### config.mk
export PLATFORM = sky130hd
export DESIGN_NAME = aht_ctrl
export DESIGN_NICKNAME = d
export VERILOG_FILES = /design/src/rtl/core/aht_pkg.sv /design/src/rtl/core/aht_ctrl.sv
export SDC_FILE = /design/constraint.sdc
export NUM_CORES = 1
export LEC_CHECK = 0
export BUFFER_PORTS_ARGS = -buffer_cell sky130_fd_sc_hd__buf_4
export CAP_MARGIN = 5
export CORE_AREA = 2 2 39 41
export CTS_BUF_LIST = sky130_fd_sc_hd__clkbuf_16
export CTS_CLUSTER_SIZE = 10
export DETAILED_ROUTE_END_ITERATION = 12
export DIE_AREA = 0 0 41 43
export SYNTH_ARGS = -nofsm -noshare
export SYNTH_HDL_FRONTEND = slang
export SYNTH_SLANG_ARGS = --single-unit
export TNS_END_PERCENT = 5
### constraint.sdc
create_clock -name clk_i -period 2.45 [get_ports clk_i]
set_clock_uncertainty 0.2 [all_clocks]
set_input_delay 0.49 -clock clk_i [delete_from_list [all_inputs] [get_ports clk_i]]
set_output_delay 0.49 -clock clk_i [all_outputs]
set_load 0.05 [all_outputs]
### src/rtl/core/aht_pkg.sv
package aht_pkg;

  // Default geometry of the table
  localparam int unsigned DefNumBuckets = 1024;
  localparam int unsigned DefWays       = 4;

  // Field widths
  localparam int unsigned AddrW  = 64;
  localparam int unsigned PidW   = 32;
  localparam int unsigned CpuW   = 8;
  localparam int unsigned CountW = 32;
  localparam int unsigned TotalW = 48;

  // Bucket hash: (address >> AddrShift) mod NUM_BUCKETS, folded MSB first,
  // HashStep bits per chunk, two steps per chunk (estimate, then correct)
  localparam int unsigned AddrShift  = 3;
  localparam int unsigned HashBits   = 64;
  localparam int unsigned HashStep   = 16;
  localparam int unsigned HashChunks = HashBits / HashStep;
  localparam int unsigned HashCycles = 2 * HashChunks;
  localparam int unsigned HashCntW   = $clog2(HashCycles + 1);

  localparam int unsigned ModeGet = 1;

  typedef struct packed {
    logic             mode;
    logic [AddrW-1:0] address;
    logic [PidW-1:0]  pid;
    logic [CpuW-1:0]  cpu_id;
  } aht_in_t;

  typedef struct packed {
    logic              hit;
    logic [CountW-1:0] hits_for_address;
    logic [PidW-1:0]   owner_pid;
    logic [CpuW-1:0]   owner_cpu;
    logic              dropped;
    logic [TotalW-1:0] total_samples;
  } aht_out_t;

  // One slot of a bucket row in the table memory
  typedef struct packed {
    logic              valid;
    logic [AddrW-1:0]  key;
    logic [CountW-1:0] count;
    logic [PidW-1:0]   pid;
    logic [CpuW-1:0]   cpu;
  } aht_slot_t;

  typedef enum logic [1:0] {
    ST_CLEAR,
    ST_IDLE,
    ST_HASH,
    ST_LOOKUP
  } aht_state_e;

  // Controller to datapath
  typedef struct packed {
    logic clr;        // write an empty row at the sweep address
    logic capture;    // latch the accepted word
    logic hash_step;  // advance the bucket reduction
    logic rd_en;      // read the bucket row
    logic commit;     // write back, update total, load the result
  } aht_cmd_t;

  // Datapath to controller
  typedef struct packed {
    logic clr_last;
    logic fast_idx;
    logic hash_done;
    logic out_busy;
  } aht_sts_t;

endpackage

### src/rtl/core/aht_ctrl.sv
module aht_ctrl (
  input  logic              clk_i,
  input  logic              rst_ni,
  input  logic              in_valid_i,
  output logic              in_ready_o,
  input  aht_pkg::aht_sts_t sts_i,
  output aht_pkg::aht_cmd_t cmd_o
);
  import aht_pkg::*;

  aht_state_e state_q, state_d;

  // State register
  always_ff @(posedge clk_i or negedge rst_ni) begin
    if (!rst_ni) begin
      state_q <= ST_CLEAR;
    end else begin
      state_q <= state_d;
    end
  end

  // Next state and commands
  always_comb begin
    state_d    = state_q;
    cmd_o      = '0;
    in_ready_o = 1'b0;
    unique case (state_q)
      ST_CLEAR: begin
        cmd_o.clr = 1'b1;
        if (sts_i.clr_last) begin
          state_d = ST_IDLE;
        end
      end
      ST_IDLE: begin
        in_ready_o = 1'b1;
        if (in_valid_i) begin
          cmd_o.capture = 1'b1;
          if (sts_i.fast_idx) begin
            cmd_o.rd_en = 1'b1;
            state_d     = ST_LOOKUP;
          end else begin
            state_d = ST_HASH;
          end
        end
      end
      ST_HASH: begin
        if (sts_i.hash_done) begin
          cmd_o.rd_en = 1'b1;
          state_d     = ST_LOOKUP;
        end else begin
          cmd_o.hash_step = 1'b1;
        end
      end
      ST_LOOKUP: begin
        // hold the row until the result register is free
        if (!sts_i.out_busy) begin
          cmd_o.commit = 1'b1;
          state_d      = ST_IDLE;
        end
      end
      default: begin
        state_d = ST_CLEAR;
      end
    endcase
  end

`ifndef ASSERT_OFF
  a_commit_only_free: assert property (@(posedge clk_i) disable iff (!rst_ni)
    cmd_o.commit |-> !sts_i.out_busy)
    else $error("commit while result register is occupied");
`endif
endmodule

Yosys cells after proc, flatten, opt, wreduce, memory -nomap -nowiden
Cells that the tools add are included.

Register bits: 2. Logic and storage cells: 28. Input bits: 7. Output and inout bits: 6.

Muxes and demuxes: 18. Reductions and logical operators: 2. Equal/unequal tests: 7.

Operators by type and width (count): $mux 1 (12); $mux 2 (4); $ne 2x2->1 const B (4); $pmux 2 s4 (1); $eq 2x2->1 const B (2); $reduce_and 4->1 (1); $eq 2x1->1 const B (1); $logic_not 2->1 (1); $pmux 1 s2 (1).

Depth between registers and ports, before layout
Gate-level depths: netlist (run 1).

Word-level depth: 3. Gate-level depth with buffers: 5. Depth with buffers taken out: 5.

Least setup slack after synthesis (run 1)
OpenSTA, ideal clock, no wires.

Path kind: flip-flop to output port. From: register state_q[0]. To: output cmd_o[1] (netlist bit). Slack: 0.308 ns. Buffers on the path: 0. Arrival time: 1.452 ns. Required time: 1.760 ns. Cell stages (with the launch flop): 5. Path through: dfrtp_1 inv_1 ha_1 inv_1 nor2_1.

RTL lines: start: declaration (RTL line aht_ctrl.sv:11) `aht_state_e state_q, state_d;`; start signal: assignment (RTL line aht_ctrl.sv:18) `state_q <= state_d;`; end: declaration (RTL line aht_ctrl.sv:7) `output aht_pkg::aht_cmd_t cmd_o`.

==> results.yml, run 1 <==
sta:
  setup-tns-final_ns: 0
  report.final.setup_viol: 0
  rsz0062_at_grt: "no"
  slew_headroom: 0.873
  worst_slack_ns: 0.366
  finalHoldViolations: 0
  finalCritPeriodShare: 0.851
  timing.fmax_mhz: 480
  worst_slew_pin_slew_ns: 0.189
  period_needed_ns: 2.08
  drv_slew: 0
placement:
  place_ws_ns: 0.589
  port_buffers: 12
  postPlaceCellArea_um2: 358
  place_inst: 51
  dp_hpwl_um: 403
  place.gp.congestion: 0.686
routing:
  remaining_drc_errors: 0
  vias: 207
  drt-initial-drc-count: 0
  drtPass1Iterations: 1
  wl_um: 525
  wl_per_cell_um: 9.55
  via_per_inst: 3.76
  final_antenna_net_count: 0
die:
  initial_core_util: 0.179
  die-area_mm2: 0.00176
  dieHeight_um: 43
  core_area_mm2: 0.00138
  rows: 14
  die_x_um: 41
  pin_count: 13
critical_path:
  critical_path.max_fanout: 5
  start_kind: "flop"
  crit_path_end_kind: "output port"
  arrival_ns: 1.39
  critical_path_required_ns: 1.76
  worstSetupPathType: "reg -> out"
clock_tree:
  cts_buffers: 3
  clock_latency_ns: 0.22
  clock-sinks: 2
  cts_tree: "built"
  cts_max_level: 1
  clk_pin_slew_ns: 0.03
  clock_tree.buffer_depth: 2
  postCtsSetupBuffers: 0
  clock-root-buffer: "clkbuf_16"
logic_synthesis:
  syn_inst: 23
  synth_seq_cells: 2
  syn-num-nets: 36
  synth_compound_area_frac: 0.0657
  synth_top_family_by_area: "adder cells"
  ys.warnings.count: 0
  ys_seq_area_frac: 0.202
  synthAdderAreaFrac: 0.303
  synth.distinct_cells: 14
  synth-simple-area-share: 0.283
  synthesis.area_um2: 248
  syn_avg_cell_area_um2: 10.8
  synth.area.mux_share: 0.101
  synth_xor_area_frac: 0
job:
  maxCapViolations: 0
global_routing:
  grtUsageTotal: 0.0762
  grt_max_degree: 6
  gr-usage-met1: 0.0863
  grt_pass1_vias: 216
  grt_pass1_wl_um: 807
  antenna_found_initial: 0
  use_met3: 0
  globalRouteOverflowTotal: 0
  grtUsageMet2: 0.0969
  busiest_layer: "met4"
final_layout:
  final_cell_mix: "12 x buf_4, 6 x ha_1, 3 x inv_1, 3 x clkbuf_16"
  top_register: "state_q"
  area_delta_synth_final_pct: 78.8
  top_regs: "state_q x2"
  mostFrequentLayoutCell: "buf_4"
  layout-drive-gt1-share: 0.462
  fin_util: 0.320
  final_cells: 55
  fin_area_um2: 443
  fin_nets: 54
  diodes: 0
  largest_reg_flops: 2
min_path:
  hold_class: "in -> reg"
power_and_ir_drop:
  leakage_nw: 0.228
  power_density_mw_per_mm2: 1630
  irDropWorstVdd_mv: 0.505
status:
  status: "complete, no violations"
[critical path, stage by stage, from the launching register on]
cell	delay (ns)
dfrtp_1	0.42
inv_1	0.11
ha_1	0.30
inv_1	0.05
nor2_1	0.10
buf_4	0.20
[metal layers]
layer	wire length (um)	up-vias
met5	0	-
met4	0	0
met3	49	0
met2	239	10
met1	236	88
li1	-	109
[path summary, 6_finish.rpt]
path | from | endpoint | slack (ns) | cells past startpoint
min in group asynchronous | rst_ni | state_q[0] | 0.39 | 2
hold reg to reg | state_q[1] | state_q[1] | 0.42 | 1
setup reg to reg | state_q[0] | state_q[1] | 0.79 | 5
hold / removal | sts_i[2] | state_q[0] | 0.37 | 3
setup / recovery | state_q[1] | cmd_o[1] | 0.37 | 5
max in group asynchronous | rst_ni | state_q[1] | 1.57 | 2
[stage by stage]
step           hold slack [ns]  total power, mW
6_report                 0.373            0.723
4_1_cts                  0.376            0.737
3_3_place_gp            0.0737            0.482
2_1_floorplan         -0.00559            0.391
5_1_grt                  0.409            0.774
3_5_place_dp            0.0740            0.484
[cell families (layout without fill, tap and decap cells)]
logic type                 Yosys count  count (layout)
and+or+nand+nor                      8               8
buffers and inverters                3              19
adders and majority gates            6               6
muxes                                2               2
AOI/OAI and AO/OA                    2               2
DFF                                  2               2
[cell usage after synthesis]
master / number / area share
ha_1: 6 / 0.30
inv_1: 3 / 0.045
dfrtp_1: 2 / 0.20
nand2b_1: 2 / 0.050
a211oi_1: 1 / 0.030
a32oi_1: 1 / 0.035
and2_1: 1 / 0.025
mux2_4: 1 / 0.061
mux2i_1: 1 / 0.040
nand2_1: 1 / 0.015
nand4b_4: 1 / 0.096
nor2_1: 1 / 0.015
nor2b_1: 1 / 0.025
nor2b_4: 1 / 0.056
[where the power goes]
part	internal, mW	total [mW]	switching [mW]	leakage, nW
Combinational	0.165	0.403	0.238	0.168
Clock	0.208	0.244	0.0369	0.0370
Sequential	0.0520	0.0755	0.0235	0.0225
Total	0.424	0.723	0.299	0.228
[final cells by class]
type,count,area (um^2)
repair buffers,13,100
inverters,3,11.3
well taps,16,20.0
flip-flops and latches,2,50.0
multi-input cells,18,186
fillers,143,941
clock buffers,3,75.1
[what timing repair did]
action | 4_1_cts | 5_1_grt
hold buffers | 1 | 0
endpoints found under the hold margin | 2 | 0
gates resized for setup | 0 | 0
No activity file was read; power rests on OpenSTA's default activity.
==> run 2: changes to the inputs <==
Settings changed: ABC_AREA set to 1.
==> run 2 against run 1 <==
  * Wire length rose by 3.6%
  * Sequential power fell by 0.5%
  * Non-clock buffer count is the same
  * Worst hold slack worse by 0.0078 ns
  * Clock-buffer cell count did not move
  * Register-to-register slack gained 0.24 ns
  * Fmax fell by 0.81%
  * First-iteration DRC count grew 2
  * Clock power about the same
  * Largest power group unchanged
==> results.yml, run 2 <==
logic_synthesis:
  synth_top_area_share: 0.274
  yosys-top-cells-count: "8 x inv_1, 8 x nand2_1, 6 x ha_1"
  yosysTopAreaCell: "ha_1"
  syn_inst: 36
  ys.flop_type: "dfrtp_1"
  ys_async_sr_fraction: 1.00
  synth_edf_count: 0
  ys.warnings.count: 0
  syn_avg_cell_area_um2: 7.61
  yosys-top-cells-area: "ha_1 27%, dfrtp_1 18%, nand2_4 12%, inv_1 11%, nand2_1 11%"
  synth_seq_cells: 2
  synthesis.area_um2: 274
  ys_seq_area_frac: 0.183
  syn-num-nets: 49
  synth.distinct_cells: 12
clock_tree:
  clock_latency_ns: 0.22
  clock-root-buffer: "clkbuf_16"
  cts_tree: "built"
  clk_pin_slew_ns: 0.03
  clock-sinks: 2
  clock_tree.buffer_depth: 2
  cts-hold-fix-buffers: 1
  postCtsSetupBuffers: 0
  cts_max_level: 1
  cts_resized: 0
  cts_buffers: 3
routing:
  drtPass1Iterations: 2
  final_antenna_net_count: 0
  remaining_drc_errors: 0
  vias: 259
  wl_per_cell_um: 8.00
  drt-initial-drc-count: 2
  wl_um: 544
  via_per_inst: 3.81
critical_path:
  start_kind: "flop"
  arrival_ns: 1.41
  crit_path_end_kind: "output port"
  critical_path_required_ns: 1.76
  worstSetupPathType: "reg -> out"
  critical_path.max_fanout: 5
sta:
  report.final.setup_viol: 0
  period_needed_ns: 2.10
  rsz0062_at_grt: "no"
  drv_slew: 0
  slew_headroom: 0.887
  finalHoldViolations: 0
  worst_slew_pin_slew_ns: 0.169
  setup-tns-final_ns: 0
  finalCritPeriodShare: 0.858
  timing.fmax_mhz: 476
final_layout:
  final_cell_mix: "12 x buf_4, 8 x inv_1, 8 x nand2_1, 6 x ha_1"
  largest_reg_flops: 2
  fin_util: 0.339
  diodes: 0
  top_register: "state_q"
  mostFrequentLayoutCell: "buf_4"
  layout-drive-gt1-share: 0.404
  fin_nets: 67
  area_delta_synth_final_pct: 71.2
  top_regs: "state_q x2"
placement:
  port_buffers: 12
  dp_hpwl_um: 459
  place.gp.congestion: 0.603
die:
  die_x_um: 41
  pin_count: 13
  initial_core_util: 0.198
  dieHeight_um: 43
  core_area_mm2: 0.00138
  die-area_mm2: 0.00176
  rows: 14
power_and_ir_drop:
  leakage_nw: 0.276
  irDropWorstVdd_mv: 0.494
  power_density_mw_per_mm2: 1620
global_routing:
  antenna_found_initial: 0
  grtUsageTotal: 0.0773
  grt_max_degree: 6
  globalRouteOverflowTotal: 0
  grt_pass1_wl_um: 903
  grt_pass1_vias: 246
job:
  maxCapViolations: 0
min_path:
  hold_class: "reg -> reg"
status:
  status: "complete, no violations"
-- run 2: cells by family (layout without fill, tap and decap cells) --
family / count (synthesis) / after routing / share of synthesized area
buffers and inverters: 8 / 24 / 0.110
adder cells (fa/ha/maj): 6 / 6 / 0.274
AND/OR/NAND/NOR: 16 / 16 / 0.352
AO/OA/AOI/OAI: 4 / 4 / 0.0822
flip-flops: 2 / 2 / 0.183
-- run 2: area by class of cell --
cell class              count  area, um^2
clock buffers               3        75.1
fillers                   153         915
inverters                   8        30.0
multi-input cells          26         194
flip-flops and latches      2        50.0
well taps                  16        20.0
repair buffers             13         100
-- run 2: power by group --
part           internal (mW)  switching [mW]
sequential            0.0526          0.0225
combinational          0.154           0.289
clock                  0.207          0.0347
total                  0.414           0.346
-- run 2: path summary, 6_finish.rpt --
kind | startpoint | endpoint | slack (ns) | depth (start not counted)
max in group asynchronous | rst_ni | state_q[1] | 1.56 | 2
max reg2reg | state_q[0] | state_q[0] | 1.03 | 6
min in group asynchronous | rst_ni | state_q[0] | 0.40 | 2
min reg2reg | state_q[1] | state_q[1] | 0.37 | 2
max | state_q[0] | cmd_o[1] | 0.35 | 4
min | state_q[1] | state_q[1] | 0.37 | 2
-- run 2: critical path, cell delays in order, from the launching register on --
cell	delay, ns
dfrtp_1	0.41
inv_1	0.10
ha_1	0.31
a21boi_1	0.16
buf_4	0.21
-- run 2: layer usage --
layer,share of wire,global-route usage
met1,0.38,0.0836
met2,0.54,0.113
met3,0.077,0.0157
met4,0,0.0800
met5,0,0
-- run 2: stage by stage --
step | power, mW | hold slack (ns) | instance area, um^2 | setup slack (ns) | std cells
floorplan | 0.420 | -0.00559 | 274 | 0.203 | 36
global placement | 0.517 | 0.0762 | 384 | 0.585 | 64
detailed placement | 0.522 | 0.0758 | 384 | 0.568 | 64
CTS | 0.772 | 0.372 | 469 | 0.333 | 68
global route | 0.817 | 0.413 | 469 | 0.266 | 68
finish | 0.760 | 0.365 | 469 | 0.349 | 68
